**config.mk**
```make
export PLATFORM = sky130hd
export DESIGN_NAME = sensor_calibrate_and_smooth_top
export DESIGN_NICKNAME = d
export VERILOG_FILES = /design/src/hw/rtl/scs_pkg.sv /design/src/hw/rtl/scs_regs.sv /design/src/hw/rtl/scs_dp.sv /design/src/hw/rtl/scs_ctrl.sv /design/src/hw/rtl/sensor_calibrate_and_smooth_top.sv
export SDC_FILE = /design/constraint.sdc
export NUM_CORES = 2
export LEC_CHECK = 0
export ABC_CLOCK_PERIOD_IN_PS = 14140
export BUFFER_PORTS_ARGS = -buffer_cell sky130_fd_sc_hd__buf_2
export CORE_ASPECT_RATIO = 0.9
export CORE_MARGIN = 1.5
export CORE_UTILIZATION = 45
export CTS_CLUSTER_DIAMETER = 120
export DETAILED_ROUTE_END_ITERATION = 8
export PLACE_DENSITY = 0.65
export SLEW_MARGIN = 20
export SYNTH_ARGS = -nofsm -noshare
export SYNTH_HDL_FRONTEND = slang
export SYNTH_SLANG_ARGS = --single-unit
export TNS_END_PERCENT = 5
```
**constraint.sdc**
```tcl
create_clock -name clk_i -period 14.14 [get_ports clk_i]
set_clock_uncertainty 0.15 [all_clocks]
set_input_delay 2.121 -clock clk_i [delete_from_list [all_inputs] [get_ports clk_i]]
set_output_delay 2.121 -clock clk_i [all_outputs]
set_load 0.005 [all_outputs]
```
**src/hw/rtl/scs_pkg.sv**
```systemverilog
// Shared types, codes and helpers for the sensor calibrate-and-smooth block.
// Used by scs_regs, scs_ctrl, scs_dp and the top level; no dependencies.
`default_nettype none

package scs_pkg;

  // Wide signed working type: holds any 33x33 product plus rounding headroom
  typedef logic signed [65:0] wide_t;

  // value_mode codes; the unused code behaves as plain linear
  localparam logic [1:0] MODE_PLAIN = 2'd0;
  localparam logic [1:0] MODE_ANGLE = 2'd1;
  localparam logic [1:0] MODE_TEMP  = 2'd2;

  // Register indexes (byte address = 4 * index)
  localparam logic [1:0] REG_CAL_OFFSET    = 2'd0;
  localparam logic [1:0] REG_CAL_SLOPE     = 2'd1;
  localparam logic [1:0] REG_SMOOTH_FACTOR = 2'd2;
  localparam logic [1:0] REG_VALUE_MODE    = 2'd3;

  // Smoothing weight is always unsigned Q1.16 (one = 65536)
  localparam logic [16:0] SMOOTH_ONE   = 17'd65536;
  localparam int          SMOOTH_SHIFT = 16;

  // 273.15 scaled by 100, and 2*pi in Q32.32
  localparam logic [63:0] KELVIN_X100 = 64'd27315;
  localparam logic [63:0] TWO_PI_Q32  = 64'd26986075409;

  // Configuration register set
  typedef struct packed {
    logic signed [31:0] cal_offset;
    logic signed [31:0] cal_slope;
    logic [16:0]        smooth_factor;
    logic [1:0]         value_mode;
  } cfg_t;

  // Datapath operations, one per controller step
  typedef enum logic [3:0] {
    OP_NONE,
    OP_LOAD,
    OP_PRE,
    OP_MUL,
    OP_CAL,
    OP_POST,
    OP_MODQ,
    OP_MODM,
    OP_MODR,
    OP_MODS,
    OP_SMD,
    OP_SMM,
    OP_SMA,
    OP_OUT
  } dp_op_e;

  typedef struct packed {
    dp_op_e op;
  } cmd_t;

  typedef struct packed {
    logic is_angle;
    logic have_prev;
  } stat_t;

  // Controller states
  typedef enum logic [3:0] {
    ST_IDLE,
    ST_PRE,
    ST_MUL,
    ST_CAL,
    ST_POST,
    ST_MODQ,
    ST_MODM,
    ST_MODR,
    ST_MODS,
    ST_SMD,
    ST_SMM,
    ST_SMA,
    ST_DONE
  } state_e;

  // Saturate a wide signed value to the signed 32-bit range
  function automatic logic signed [31:0] sat32(wide_t v);
    logic signed [31:0] r;
    if (v[65:31] != {35{v[65]}}) begin
      r = v[65] ? 32'sh8000_0000 : 32'sh7FFF_FFFF;
    end else begin
      r = v[31:0];
    end
    return r;
  endfunction

endpackage

`default_nettype wire

```
**src/hw/rtl/scs_regs.sv**
```systemverilog
// APB-style configuration registers for the calibrate-and-smooth block.
// Depends on scs_pkg (cfg_t, register indexes).
`default_nettype none

module scs_regs #(
  parameter int FRAC_BITS = 16
) (
  input  wire logic          clk_i,
  input  wire logic          rst_ni,
  input  wire logic          psel,
  input  wire logic          penable,
  input  wire logic          pwrite,
  input  wire logic [3:0]    paddr,
  input  wire logic [31:0]   pwdata,
  output logic [31:0]        prdata,
  output logic               pready,
  output scs_pkg::cfg_t      cfg_o
);

  scs_pkg::cfg_t cfg_q, cfg_d;
  logic          wr_en;
  logic [1:0]    reg_idx;

  assign pready  = 1'b1;
  assign wr_en   = psel & penable & pwrite;
  assign reg_idx = paddr[3:2];
  assign cfg_o   = cfg_q;

  // Write decode
  always_comb begin
    cfg_d = cfg_q;
    if (wr_en) begin
      case (reg_idx)
        scs_pkg::REG_CAL_OFFSET:    cfg_d.cal_offset    = pwdata;
        scs_pkg::REG_CAL_SLOPE:     cfg_d.cal_slope     = pwdata;
        scs_pkg::REG_SMOOTH_FACTOR: cfg_d.smooth_factor = pwdata[16:0];
        scs_pkg::REG_VALUE_MODE:    cfg_d.value_mode    = pwdata[1:0];
        default: ;
      endcase
    end
  end

  always_ff @(posedge clk_i or negedge rst_ni) begin
    if (!rst_ni) begin
      cfg_q.cal_offset    <= '0;
      cfg_q.cal_slope     <= 32'(64'd1 << FRAC_BITS);
      cfg_q.smooth_factor <= scs_pkg::SMOOTH_ONE;
      cfg_q.value_mode    <= scs_pkg::MODE_PLAIN;
    end else begin
      cfg_q <= cfg_d;
    end
  end

  // Read mux
  always_comb begin
    case (reg_idx)
      scs_pkg::REG_CAL_OFFSET:    prdata = cfg_q.cal_offset;
      scs_pkg::REG_CAL_SLOPE:     prdata = cfg_q.cal_slope;
      scs_pkg::REG_SMOOTH_FACTOR: prdata = {15'd0, cfg_q.smooth_factor};
      scs_pkg::REG_VALUE_MODE:    prdata = {30'd0, cfg_q.value_mode};
      default:                    prdata = '0;
    endcase
  end

endmodule

`default_nettype wire

```
**src/hw/rtl/scs_dp.sv**
```systemverilog
// Datapath: operand registers, one shared 33x33 multiplier, saturation and
// the 2*pi reduction. Steps are driven by scs_ctrl; depends on scs_pkg.
`default_nettype none

module scs_dp #(
  parameter int FRAC_BITS = 16
) (
  input  wire logic                clk_i,
  input  wire logic                rst_ni,
  input  scs_pkg::cmd_t            cmd_i,
  input  scs_pkg::cfg_t            cfg_i,
  input  wire logic signed [31:0]  sample_i,
  input  wire logic                sample_valid_i,
  output scs_pkg::stat_t           stat_o,
  output logic signed [31:0]       result_value_o,
  output logic                     calibrated_o
);

  // Fixed-point constants computed at elaboration: Kelvin offset and 2*pi rounded to nearest, reciprocal rounded down
  localparam logic [63:0] KelvinQ =
      ((scs_pkg::KELVIN_X100 << FRAC_BITS) + 64'd50) / 64'd100;
  localparam logic [63:0] TwoPiQ =
      (scs_pkg::TWO_PI_Q32 + (64'd1 << (31 - FRAC_BITS))) >> (32 - FRAC_BITS);
  localparam logic [63:0] RecipQ = (64'd1 << 32) / TwoPiQ;
  localparam logic [31:0] Tp32    = TwoPiQ[31:0];
  localparam logic [32:0] Recip33 = RecipQ[32:0];
  localparam scs_pkg::wide_t KelvinW  = scs_pkg::wide_t'(KelvinQ);
  localparam scs_pkg::wide_t HalfCal  = scs_pkg::wide_t'(64'd1 << (FRAC_BITS - 1));
  localparam scs_pkg::wide_t HalfSm   =
      scs_pkg::wide_t'(64'd1 << (scs_pkg::SMOOTH_SHIFT - 1));

  logic signed [31:0] x_q;
  logic               vld_q;
  logic signed [31:0] acc_q, acc_d;
  logic [31:0]        mag_q, mag_d;
  logic               neg_q, neg_d;
  scs_pkg::wide_t     prod_q, prod;
  logic signed [31:0] prev_q;
  logic               have_prev_q;
  logic signed [31:0] res_q;
  logic               cal_q;

  logic signed [32:0] mul_a, mul_b;
  logic [16:0]        factor;
  logic signed [31:0] cal_scaled;
  logic signed [31:0] sm_step;
  logic [32:0]        mod_rem;
  logic               is_mul;

  assign stat_o.is_angle  = (cfg_i.value_mode == scs_pkg::MODE_ANGLE);
  assign stat_o.have_prev = have_prev_q;
  assign result_value_o   = res_q;
  assign calibrated_o     = cal_q;

  // Weight above one acts as one
  assign factor = (cfg_i.smooth_factor > scs_pkg::SMOOTH_ONE) ?
                  scs_pkg::SMOOTH_ONE : cfg_i.smooth_factor;

  // Shared multiplier operand select
  always_comb begin
    mul_a  = '0;
    mul_b  = '0;
    is_mul = 1'b1;
    case (cmd_i.op)
      scs_pkg::OP_MUL: begin
        mul_a = 33'(acc_q);
        mul_b = 33'(cfg_i.cal_slope);
      end
      scs_pkg::OP_MODQ: begin
        mul_a = {1'b0, mag_q};
        mul_b = Recip33;
      end
      scs_pkg::OP_MODM: begin
        mul_a = {1'b0, prod_q[63:32]};
        mul_b = {1'b0, Tp32};
      end
      scs_pkg::OP_SMM: begin
        mul_a = 33'(acc_q);
        mul_b = {16'd0, factor};
      end
      default: is_mul = 1'b0;
    endcase
  end

  assign prod = mul_a * mul_b;

  // Round half up, floor shift, saturate, then add the offset and saturate again
  assign cal_scaled = scs_pkg::sat32(
      scs_pkg::wide_t'(scs_pkg::sat32((prod_q + HalfCal) >>> FRAC_BITS)) +
      scs_pkg::wide_t'(cfg_i.cal_offset));

  // Smoothing step: prev + round(d * f)
  assign sm_step = scs_pkg::sat32(
      scs_pkg::wide_t'(prev_q) +
      scs_pkg::wide_t'(scs_pkg::sat32((prod_q + HalfSm) >>> scs_pkg::SMOOTH_SHIFT)));

  // Remainder after the reciprocal estimate, in [0, 2*tp)
  assign mod_rem = {1'b0, mag_q} - prod_q[32:0];

  // Working-register updates
  always_comb begin
    acc_d = acc_q;
    mag_d = mag_q;
    neg_d = neg_q;
    case (cmd_i.op)
      scs_pkg::OP_PRE: begin
        if (cfg_i.value_mode == scs_pkg::MODE_TEMP) begin
          acc_d = scs_pkg::sat32(scs_pkg::wide_t'(x_q) - KelvinW);
        end else begin
          acc_d = x_q;
        end
      end
      scs_pkg::OP_CAL: acc_d = cal_scaled;
      scs_pkg::OP_POST: begin
        if (cfg_i.value_mode == scs_pkg::MODE_TEMP) begin
          acc_d = scs_pkg::sat32(scs_pkg::wide_t'(acc_q) + KelvinW);
        end
        neg_d = acc_q[31];
        mag_d = acc_q[31] ? 32'(33'd0 - 33'(acc_q)) : 32'(acc_q);
      end
      scs_pkg::OP_MODR: begin
        mag_d = (mod_rem >= {1'b0, Tp32}) ? 32'(mod_rem - {1'b0, Tp32}) : mod_rem[31:0];
      end
      scs_pkg::OP_MODS: begin
        acc_d = (neg_q && (mag_q != '0)) ? signed'(Tp32 - mag_q) : signed'(mag_q);
      end
      scs_pkg::OP_SMD: begin
        acc_d = scs_pkg::sat32(scs_pkg::wide_t'(acc_q) - scs_pkg::wide_t'(prev_q));
      end
      scs_pkg::OP_SMA: acc_d = sm_step;
      default: ;
    endcase
  end

  // Payload registers
  always_ff @(posedge clk_i) begin
    acc_q <= acc_d;
    mag_q <= mag_d;
    neg_q <= neg_d;
    if (is_mul) begin
      prod_q <= prod;
    end
    if (cmd_i.op == scs_pkg::OP_LOAD) begin
      x_q   <= sample_i;
      vld_q <= sample_valid_i;
    end
    if (cmd_i.op == scs_pkg::OP_OUT) begin
      res_q <= vld_q ? acc_q : x_q;
      cal_q <= vld_q;
    end
  end

  // Channel state: previous value and its flag
  always_ff @(posedge clk_i or negedge rst_ni) begin
    if (!rst_ni) begin
      prev_q      <= '0;
      have_prev_q <= 1'b0;
    end else if ((cmd_i.op == scs_pkg::OP_OUT) && vld_q) begin
      prev_q      <= acc_q;
      have_prev_q <= 1'b1;
    end
  end

endmodule

`default_nettype wire

```
**src/hw/rtl/scs_ctrl.sv**
```systemverilog
// Controller state machine: sequences datapath steps and owns the handshakes.
// Depends on scs_pkg (state_e, cmd_t, stat_t).
`default_nettype none

module scs_ctrl (
  input  wire logic        clk_i,
  input  wire logic        rst_ni,
  input  wire logic        in_valid_i,
  output logic             in_stall_o,
  input  wire logic        sample_valid_i,
  output logic             out_valid_o,
  input  wire logic        out_stall_i,
  input  scs_pkg::stat_t   stat_i,
  output scs_pkg::cmd_t    cmd_o
);

  scs_pkg::state_e state_q, state_d;
  logic            out_valid_q, out_valid_d;
  logic            accept;
  logic            out_free;
  logic            load_out;

  assign in_stall_o  = (state_q != scs_pkg::ST_IDLE);
  assign accept      = in_valid_i && (state_q == scs_pkg::ST_IDLE);
  assign out_free    = !out_valid_q || !out_stall_i;
  assign load_out    = (state_q == scs_pkg::ST_DONE) && out_free;
  assign out_valid_o = out_valid_q;

  // Next state
  always_comb begin
    state_d = state_q;
    case (state_q)
      scs_pkg::ST_IDLE: begin
        if (accept) begin
          state_d = sample_valid_i ? scs_pkg::ST_PRE : scs_pkg::ST_DONE;
        end
      end
      scs_pkg::ST_PRE:  state_d = scs_pkg::ST_MUL;
      scs_pkg::ST_MUL:  state_d = scs_pkg::ST_CAL;
      scs_pkg::ST_CAL:  state_d = scs_pkg::ST_POST;
      scs_pkg::ST_POST: begin
        if (stat_i.is_angle) begin
          state_d = scs_pkg::ST_MODQ;
        end else begin
          state_d = stat_i.have_prev ? scs_pkg::ST_SMD : scs_pkg::ST_DONE;
        end
      end
      scs_pkg::ST_MODQ: state_d = scs_pkg::ST_MODM;
      scs_pkg::ST_MODM: state_d = scs_pkg::ST_MODR;
      scs_pkg::ST_MODR: state_d = scs_pkg::ST_MODS;
      scs_pkg::ST_MODS: state_d = stat_i.have_prev ? scs_pkg::ST_SMD : scs_pkg::ST_DONE;
      scs_pkg::ST_SMD:  state_d = scs_pkg::ST_SMM;
      scs_pkg::ST_SMM:  state_d = scs_pkg::ST_SMA;
      scs_pkg::ST_SMA:  state_d = scs_pkg::ST_DONE;
      scs_pkg::ST_DONE: begin
        if (out_free) begin
          state_d = scs_pkg::ST_IDLE;
        end
      end
      default: state_d = scs_pkg::ST_IDLE;
    endcase
  end

  // Datapath command per state
  always_comb begin
    case (state_q)
      scs_pkg::ST_IDLE: cmd_o.op = accept ? scs_pkg::OP_LOAD : scs_pkg::OP_NONE;
      scs_pkg::ST_PRE:  cmd_o.op = scs_pkg::OP_PRE;
      scs_pkg::ST_MUL:  cmd_o.op = scs_pkg::OP_MUL;
      scs_pkg::ST_CAL:  cmd_o.op = scs_pkg::OP_CAL;
      scs_pkg::ST_POST: cmd_o.op = scs_pkg::OP_POST;
      scs_pkg::ST_MODQ: cmd_o.op = scs_pkg::OP_MODQ;
      scs_pkg::ST_MODM: cmd_o.op = scs_pkg::OP_MODM;
      scs_pkg::ST_MODR: cmd_o.op = scs_pkg::OP_MODR;
      scs_pkg::ST_MODS: cmd_o.op = scs_pkg::OP_MODS;
      scs_pkg::ST_SMD:  cmd_o.op = scs_pkg::OP_SMD;
      scs_pkg::ST_SMM:  cmd_o.op = scs_pkg::OP_SMM;
      scs_pkg::ST_SMA:  cmd_o.op = scs_pkg::OP_SMA;
      scs_pkg::ST_DONE: cmd_o.op = out_free ? scs_pkg::OP_OUT : scs_pkg::OP_NONE;
      default:          cmd_o.op = scs_pkg::OP_NONE;
    endcase
  end

  // Output register valid: held while stalled, set on load
  assign out_valid_d = (out_valid_q && out_stall_i) || load_out;

  always_ff @(posedge clk_i or negedge rst_ni) begin
    if (!rst_ni) begin
      state_q     <= scs_pkg::ST_IDLE;
      out_valid_q <= 1'b0;
    end else begin
      state_q     <= state_d;
      out_valid_q <= out_valid_d;
    end
  end

  // An accepted transaction makes the block busy
  a_accept_busy: assert property (@(posedge clk_i) disable iff (!rst_ni)
    accept |=> (state_q != scs_pkg::ST_IDLE))
    else $error("accepted transaction did not leave idle");

  // Loading the result register always presents a result next cycle
  a_load_valid: assert property (@(posedge clk_i) disable iff (!rst_ni)
    load_out |=> out_valid_q)
    else $error("result load did not raise out_valid");

  // Smoothing only runs once the store is primed
  a_smooth_primed: assert property (@(posedge clk_i) disable iff (!rst_ni)
    (state_q == scs_pkg::ST_SMD) |-> stat_i.have_prev)
    else $error("smoothing without a previous value");

  // The 2*pi reduction only runs in angle mode
  a_mod_angle: assert property (@(posedge clk_i) disable iff (!rst_ni)
    (state_q == scs_pkg::ST_MODQ) |-> stat_i.is_angle)
    else $error("angle reduction outside angle mode");

endmodule

`default_nettype wire

```
**src/hw/rtl/sensor_calibrate_and_smooth_top.sv**
```systemverilog
// Accept to result valid: an invalid sample goes straight to DONE; a valid sample
// runs PRE, MUL, CAL, POST, plus SMD, SMM, SMA once the store is primed, and angle
// mode adds MODQ, MODM, MODR, MODS (2*pi reduction) after POST. A sample is taken
// only in IDLE, so each is sequenced through the one shared 33x33 multiplier in turn.
// A finished result waits in the output register while the next sample is taken.
// Reset (rst_ni low, asynchronous) clears the state and loads register defaults.
`default_nettype none

module sensor_calibrate_and_smooth_top #(
  parameter int FRAC_BITS = 16
) (
  input  wire logic               clk_i,
  input  wire logic               rst_ni,
  // Sample channel
  input  wire logic               in_valid_i,
  output logic                    in_stall_o,
  input  wire logic signed [31:0] sample_i,
  input  wire logic               sample_valid_i,
  // Result channel
  output logic                    out_valid_o,
  input  wire logic               out_stall_i,
  output logic signed [31:0]      result_value_o,
  output logic                    calibrated_o,
  // Configuration port
  input  wire logic               psel,
  input  wire logic               penable,
  input  wire logic               pwrite,
  input  wire logic [3:0]         paddr,
  input  wire logic [31:0]        pwdata,
  output logic [31:0]             prdata,
  output logic                    pready
);

  scs_pkg::cfg_t  cfg;
  scs_pkg::cmd_t  cmd;
  scs_pkg::stat_t stat;

  // Configuration registers
  scs_regs #(
    .FRAC_BITS (FRAC_BITS)
  ) u_regs (
    .clk_i   (clk_i),
    .rst_ni  (rst_ni),
    .psel    (psel),
    .penable (penable),
    .pwrite  (pwrite),
    .paddr   (paddr),
    .pwdata  (pwdata),
    .prdata  (prdata),
    .pready  (pready),
    .cfg_o   (cfg)
  );

  // Sequencer
  scs_ctrl u_ctrl (
    .clk_i          (clk_i),
    .rst_ni         (rst_ni),
    .in_valid_i     (in_valid_i),
    .in_stall_o     (in_stall_o),
    .sample_valid_i (sample_valid_i),
    .out_valid_o    (out_valid_o),
    .out_stall_i    (out_stall_i),
    .stat_i         (stat),
    .cmd_o          (cmd)
  );

  // Arithmetic
  scs_dp #(
    .FRAC_BITS (FRAC_BITS)
  ) u_dp (
    .clk_i          (clk_i),
    .rst_ni         (rst_ni),
    .cmd_i          (cmd),
    .cfg_i          (cfg),
    .sample_i       (sample_i),
    .sample_valid_i (sample_valid_i),
    .stat_o         (stat),
    .result_value_o (result_value_o),
    .calibrated_o   (calibrated_o)
  );

endmodule

`default_nettype wire
```
; ---- Word level (Yosys, flattened, before mapping)
; Index checks and enable logic that the tools add are counted.
[op_classes]
mux = 34
bitwise = 2
order_cmp = 2
n_reduce_logical = 23
add_sub_neg = 10
n_eq_ne = 39
n_mul = 1
[ops]
columns = op, n
row1 = two-way mux 32 bit, 18
row2 = one-hot mux 32 bit (6 select lines), 1
row3 = inequality test 34 bit, 5
row4 = one-hot mux 33 bit (4 select lines), 1
row5 = one-hot mux 32 bit (4 select lines), 1
row6 = one-hot mux 4 bit (13 select lines), 2
row7 = one-hot mux 33 bit (3 select lines), 1
row8 = adder 32 x 32 -> 33 bit, 2
row9 = adder 66 x 17 -> 66 bit (second input constant), 1
row10 = multiplier 33 x 33 -> 66 bit, 1
row11 = one-hot mux 32 bit (2 select lines), 1
row12 = equality test 4 bit (second input constant), 11
row13 = adder 32 x 26 -> 33 bit (second input constant), 1
row14 = >= comparator 33 x 19 -> 1 bit (second input constant), 1
row15 = subtractor 32 x 26 -> 33 bit (second input constant), 1
row16 = subtractor 32 x 32 -> 33 bit, 1
row17 = subtractor 32 x 33 -> 33 bit, 1
row18 = equality test 4 x 3 -> 1 bit (second input constant), 8
row19 = nonzero test 32 bit, 1
row20 = subtractor 1 x 32 -> 32 bit (first input constant), 1
row21 = subtractor 19 x 32 -> 32 bit (first input constant), 1
row22 = subtractor 32 x 19 -> 32 bit (second input constant), 1
row23 = two-way mux 4 bit, 5
row24 = inequality test 18 bit, 1
row25 = other kinds (21), 43
[word_totals]
output_inout_bits = 68
elab_cells = 127
regBits = 318
inputBits = 76

; ---- Logic depth before layout (Yosys ltp)
[depth]
word_depth = 8
ltp_mapped = 39

; ---- Modules after synthesis
; A second synthesis with hierarchy kept.
[hier_totals]
hier_cells = 7147
area_unflattened_um2 = 64311.7
[by_module_without_submodules]
columns = module, area_each_um2, cells_per_inst, n_inst, seq_area_each_um2
row1 = scs_dp, 60061.4, 6820, 1, 6741.5
row2 = scs_regs, 3822.4, 270, 1, 2079.5
row3 = scs_ctrl, 427.9, 57, 1, 125.1

; ---- Worst setup path before layout
; OpenSTA, ideal clock, no wires.
[synth_path]
path_type = in2reg
startpoint = input port out_stall_i
endpoint = register u_dp.prod_q[63] (data pin)
required_time_ns = 13.730
cell_stages = 32
arrival_time_ns = 12.433
n_path_buf = 1
slack_ns = 1.297
path_cell_list = nand2_1 nor3b_1 nor3_1 mux2i_1 nand2b_1 clkbuf_1 nor2_1 fa_1 fa_1 inv_1 fa_1 inv_1 fa_1 inv_1 fa_1 inv_1 fa_1 fa_1 inv_1 fa_1 inv_1 ha_1 nand2_1 nor2_1 nand3_1 o41a_1 o21a_1 o31ai_1 a21oi_1 a2111oi_0 nor3_1 xnor2_1
[synth_between]
elab_chain_cells = 8
[synth_lines]
columns = element, line
row1 = "start, declared", sensor_calibrate_and_smooth_top.sv:21  ; input wire logic out_stall_i,
row2 = zero test 1 bit *, scs_ctrl.sv:25  ; assign out_free = !out_valid_q || !out_stall_i;
row3 = logical OR 1 bit *, scs_ctrl.sv:25
row4 = two-way mux 4 bit *, scs_ctrl.sv:79  ; scs_pkg::ST_DONE: cmd_o.op = out_free ? scs_pkg::OP_OUT : scs_pkg::OP_NONE;
row5 = one-hot mux 4 bit (13 select lines) *, scs_ctrl.sv:66  ; case (state_q)
row6 = equality test 4 x 2 -> 1 bit / equality test 4 bit (equally long branches), scs_dp.sv:64  ; case (cmd_i.op)
row7 = OR reduction 2 bit (no source line), -
row8 = one-hot mux 33 bit (3 select lines), scs_dp.sv:64
row9 = multiplier 33 x 33 -> 66 bit *, scs_dp.sv:85  ; assign prod = mul_a * mul_b;
row10 = named net u_dp.prod[63], scs_dp.sv:37  ; scs_pkg::wide_t prod_q, prod;
row11 = "end signal, assigned", scs_dp.sv:141  ; prod_q <= prod;
row12 = "end, declared", scs_dp.sv:37
; Mark *: on every way through the listed nets, which the timed path passes. The rest lies on a longest branch.
; A chain may end at the register's enable or synchronous reset.

; ---- Worst setup path after layout
[layout_path]
startpoint = input port out_stall_i
endpoint = register u_dp.prod_q[64] (data pin)
; Same word-level chain as after synthesis.

==> results.sh <==
export IMPL_outcome="completed"
export IMPL_critPathRequiredTime_ps=14340
export IMPL_ys_warn_count=0
export IMPL_layout_nets=8721
export IMPL_start_kind="primary input"
export IMPL_worstSetupStartpoint="out_stall_i"
export IMPL_clkSinkCount=318
export IMPL_syn_area_um2=64000
export IMPL_fin_util=0.484
export IMPL_hpwl_um=187000
export IMPL_synthTopCellsByCount="1259 x inv_1, 1149 x fa_1, 819 x nand2_1"
export IMPL_finalMaxSlewViolations=0
export IMPL_synth_most_common_cell="inv_1"
export IMPL_min_to="u_dp.have_prev_q$_DFFE_PN0P_"
export IMPL_wirelength_um=230000
export IMPL_p_leak_nw=32.4
export IMPL_num_rows=131
export IMPL_power_density_nw_per_um2=252
export IMPL_worstHoldPathCells=2
export IMPL_rsz0062_at_grt="false"
export IMPL_syn_num_nets=8726
export IMPL_dominantRegCellSynth="edfxtp_1"
export IMPL_grt_pass1_wl_um=341000
export IMPL_dieHeight_um=361
export IMPL_rrSetupSlack_ps=2330
export IMPL_drt_iter0_markers=5288
export IMPL_cts_buffers=39
export IMPL_gr_usage_all_layers=0.317
export IMPL_fin_crit_sh=0.879
export IMPL_grt_max_degree=67
export IMPL_relSlewSlack=0.218
export IMPL_path_class="in -> reg"
export IMPL_crit_arrival_ps=12630
export IMPL_yosysTopAreaCellShare=0.359
export IMPL_worstReg2RegEnd="u_dp.prod_q[64]$_DFFE_PN_"
export IMPL_syn_to_final_growth_pct=7.06
export IMPL_yosys_area_top_type="fa_1"
export IMPL_first_pass_iters=8
export IMPL_crit_family="adder cells"
export IMPL_holdBufCountCts=0
export IMPL_drc=0
export IMPL_vias_per_cell=5.84
export IMPL_fin_worst_hold_slack_ps=342
export IMPL_synth_async_reset_ratio=0.381
export IMPL_cts_tree="built"
export IMPL_num_vias=52800
export IMPL_htreeDepth=2
export IMPL_wire_per_inst_um=25.4
export IMPL_slowest_delay_ps=870
export IMPL_r2r_start="u_regs.cfg_o[3]$_DFFE_PN0P_"
export IMPL_crit_fanout=23
export IMPL_synthCells=7148
export IMPL_insertion_delay_ps=610
export IMPL_initial_core_util=0.453
export IMPL_syn_avg_cell_area_um2=8.96
export IMPL_cts_root_buf="clkbuf_16"
export IMPL_gp_congestion=1.05
export IMPL_period_minus_slack_ps=12430
export IMPL_worst_slack_ps=1710
export IMPL_setup_tns_ps=0
export IMPL_drive_gt1_frac=0.0874
export IMPL_synth_cell_types=111
export IMPL_end_kind="flip-flop"
export IMPL_io_buffers=140
export IMPL_vdd_drop_max_mv=0.172
export IMPL_hp_start="u_dp.have_prev_q$_DFFE_PN0P_"
export IMPL_cts_repair_resized=0
export IMPL_cts_setup_buffers=0
export IMPL_ys_seq_area_frac=0.140
export IMPL_clock_fmax_mhz=80.4
export IMPL_cp_common_cell="fa_1"
export IMPL_dp_slack_ps=1600
export IMPL_finalSetupViolations=0
export IMPL_die_width_um=401
export IMPL_hold_violations=0
export IMPL_worst_pin_slew_ps=1170
export IMPL_ioPinCount=144
export IMPL_ys_top_cells_by_area="fa_1 36%, edfxtp_1 9.2%, inv_1 7.4%"
export IMPL_ant_nets=0
export IMPL_worst_path_max_delay_cell="a211oi_1"
export IMPL_dieArea_um2=145000
export IMPL_clk_path_buf_depth=3
export IMPL_cp_num_buf_inv=9
export IMPL_grt_pass1_vias=53300
export IMPL_coreArea_um2=141000
export IMPL_clk_pin_slew_ps=70
export IMPL_cap_violations=0
export IMPL_min_path_type="reg -> reg"
export IMPL_rr_worst_depth=33
export IMPL_ys_seq_elements=318
export IMPL_antenna_found_initial=10
export IMPL_overflow=0
export IMPL_synth_edff_count=197
[per-stage QoR]
stage | cell area [um^2] | total power (W) | std cells
detailed placement | 67200 | 0.0158 | 8963
floorplan | 64000 | 0.0111 | 7148
global placement | 67200 | 0.0156 | 8962
global route | 68500 | 0.0184 | 9035
CTS | 68500 | 0.0169 | 9034
finish | 68500 | 0.0172 | 9042
[placed cells by master, fill, tap and decap left out, types with 16 or more instances in the layout]
master / Yosys / layout
nand3_1: 80 / 79
o21a_1: 73 / 73
inv_1: 1259 / 1259
mux2i_1: 101 / 101
ha_1: 353 / 353
o211ai_1: 22 / 22
dfrtp_1: 119 / 119
nand2b_1: 44 / 43
nor4_1: 28 / 26
o31ai_1: 25 / 24
and2_1: 44 / 44
buf_4: 2 / 170
o21ai_1: 29 / 33
nor2b_1: 30 / 29
clkbuf_16: 0 / 40
or3_1: 16 / 16
nand2_1: 819 / 818
fa_1: 1149 / 1148
a21o_1: 120 / 119
xnor2_1: 227 / 226
a221oi_1: 40 / 32
xor2_1: 98 / 98
mux2_2: 139 / 139
nor2_1: 759 / 755
edfxtp_1: 197 / 197
o21ai_0: 251 / 238
nor3_1: 51 / 49
o21bai_1: 24 / 24
nand4_1: 44 / 44
buf_2: 13 / 139
a211oi_1: 31 / 31
a21oi_1: 268 / 266
a31oi_1: 53 / 53
and3_1: 58 / 57
[report_power, final]
part,switching (W),internal (W)
Combinational,0.00908,0.00485
Sequential,0.000620,0.00163
Clock,0.000468,0.000594
[flip-flops by register name, indices dropped and copies added (netlist names), 4 cells and up]
signal and cells:
u_dp.prod_q 66, u_dp.prev_q 32, u_dp.result_value_o 32, u_dp.mag_q 32, u_dp.acc_q 32, u_regs.cfg_o 83
u_ctrl.state_q 4, u_dp.x_q 32
[layout make-up]
type	instances	area [um^2]
Inverter	1259	4730
Fill cell	13500	72900
Tap cell	1862	2330
Multi-Input combinational cell	5214	49200
Sequential cell	318	8950
Clock buffer	45	1050
Antenna cell	7	17.5
Timing Repair Buffer	311	2000
Clock inverter	26	263
[routing by layer]
metal	GRT usage	vias to the layer above	wire length, um
met5	0	-	52
met4	0.156	8	13400
met3	0.0733	547	24000
met2	0.488	2737	101000
met1	0.420	26800	90800
li1	-	22800	-
[how the worst max path moves through the flow]
stage / cells past startpoint / endpoint / slack [ps]
4_1_cts: 36 / u_dp.prod_q[64]$_DFFE_PN_ / 2180
6_report: 36 / u_dp.prod_q[64]$_DFFE_PN_ / 1710
5_1_grt: 36 / u_dp.prod_q[64]$_DFFE_PN_ / 1570
2_1_floorplan: 32 / u_dp.prod_q[63]$_DFFE_PN_ / 1300
3_3_place_gp: 37 / u_dp.prod_q[64]$_DFFE_PN_ / 1430
3_5_place_dp: 36 / u_dp.prod_q[64]$_DFFE_PN_ / 1600
[logic make-up after synthesis]
family                   Yosys count  synth area share
AND/OR/NAND/NOR                 2050             0.139
XOR/XNOR                         326            0.0447
buffers and inverters           1616            0.0962
multiplexers                     242            0.0409
other                              1         0.0000586
adder cells (fa/ha/maj)         1505             0.429
flip-flops                       318             0.140
AO/OA/AOI/OAI                   1090             0.111
[tightest hold or removal path, stage by stage (launching register included)]
cell and delay [ps]:
dfrtp_1 330, inv_1 80, nand2_1 60
No activity file was read; power rests on OpenSTA's default activity.
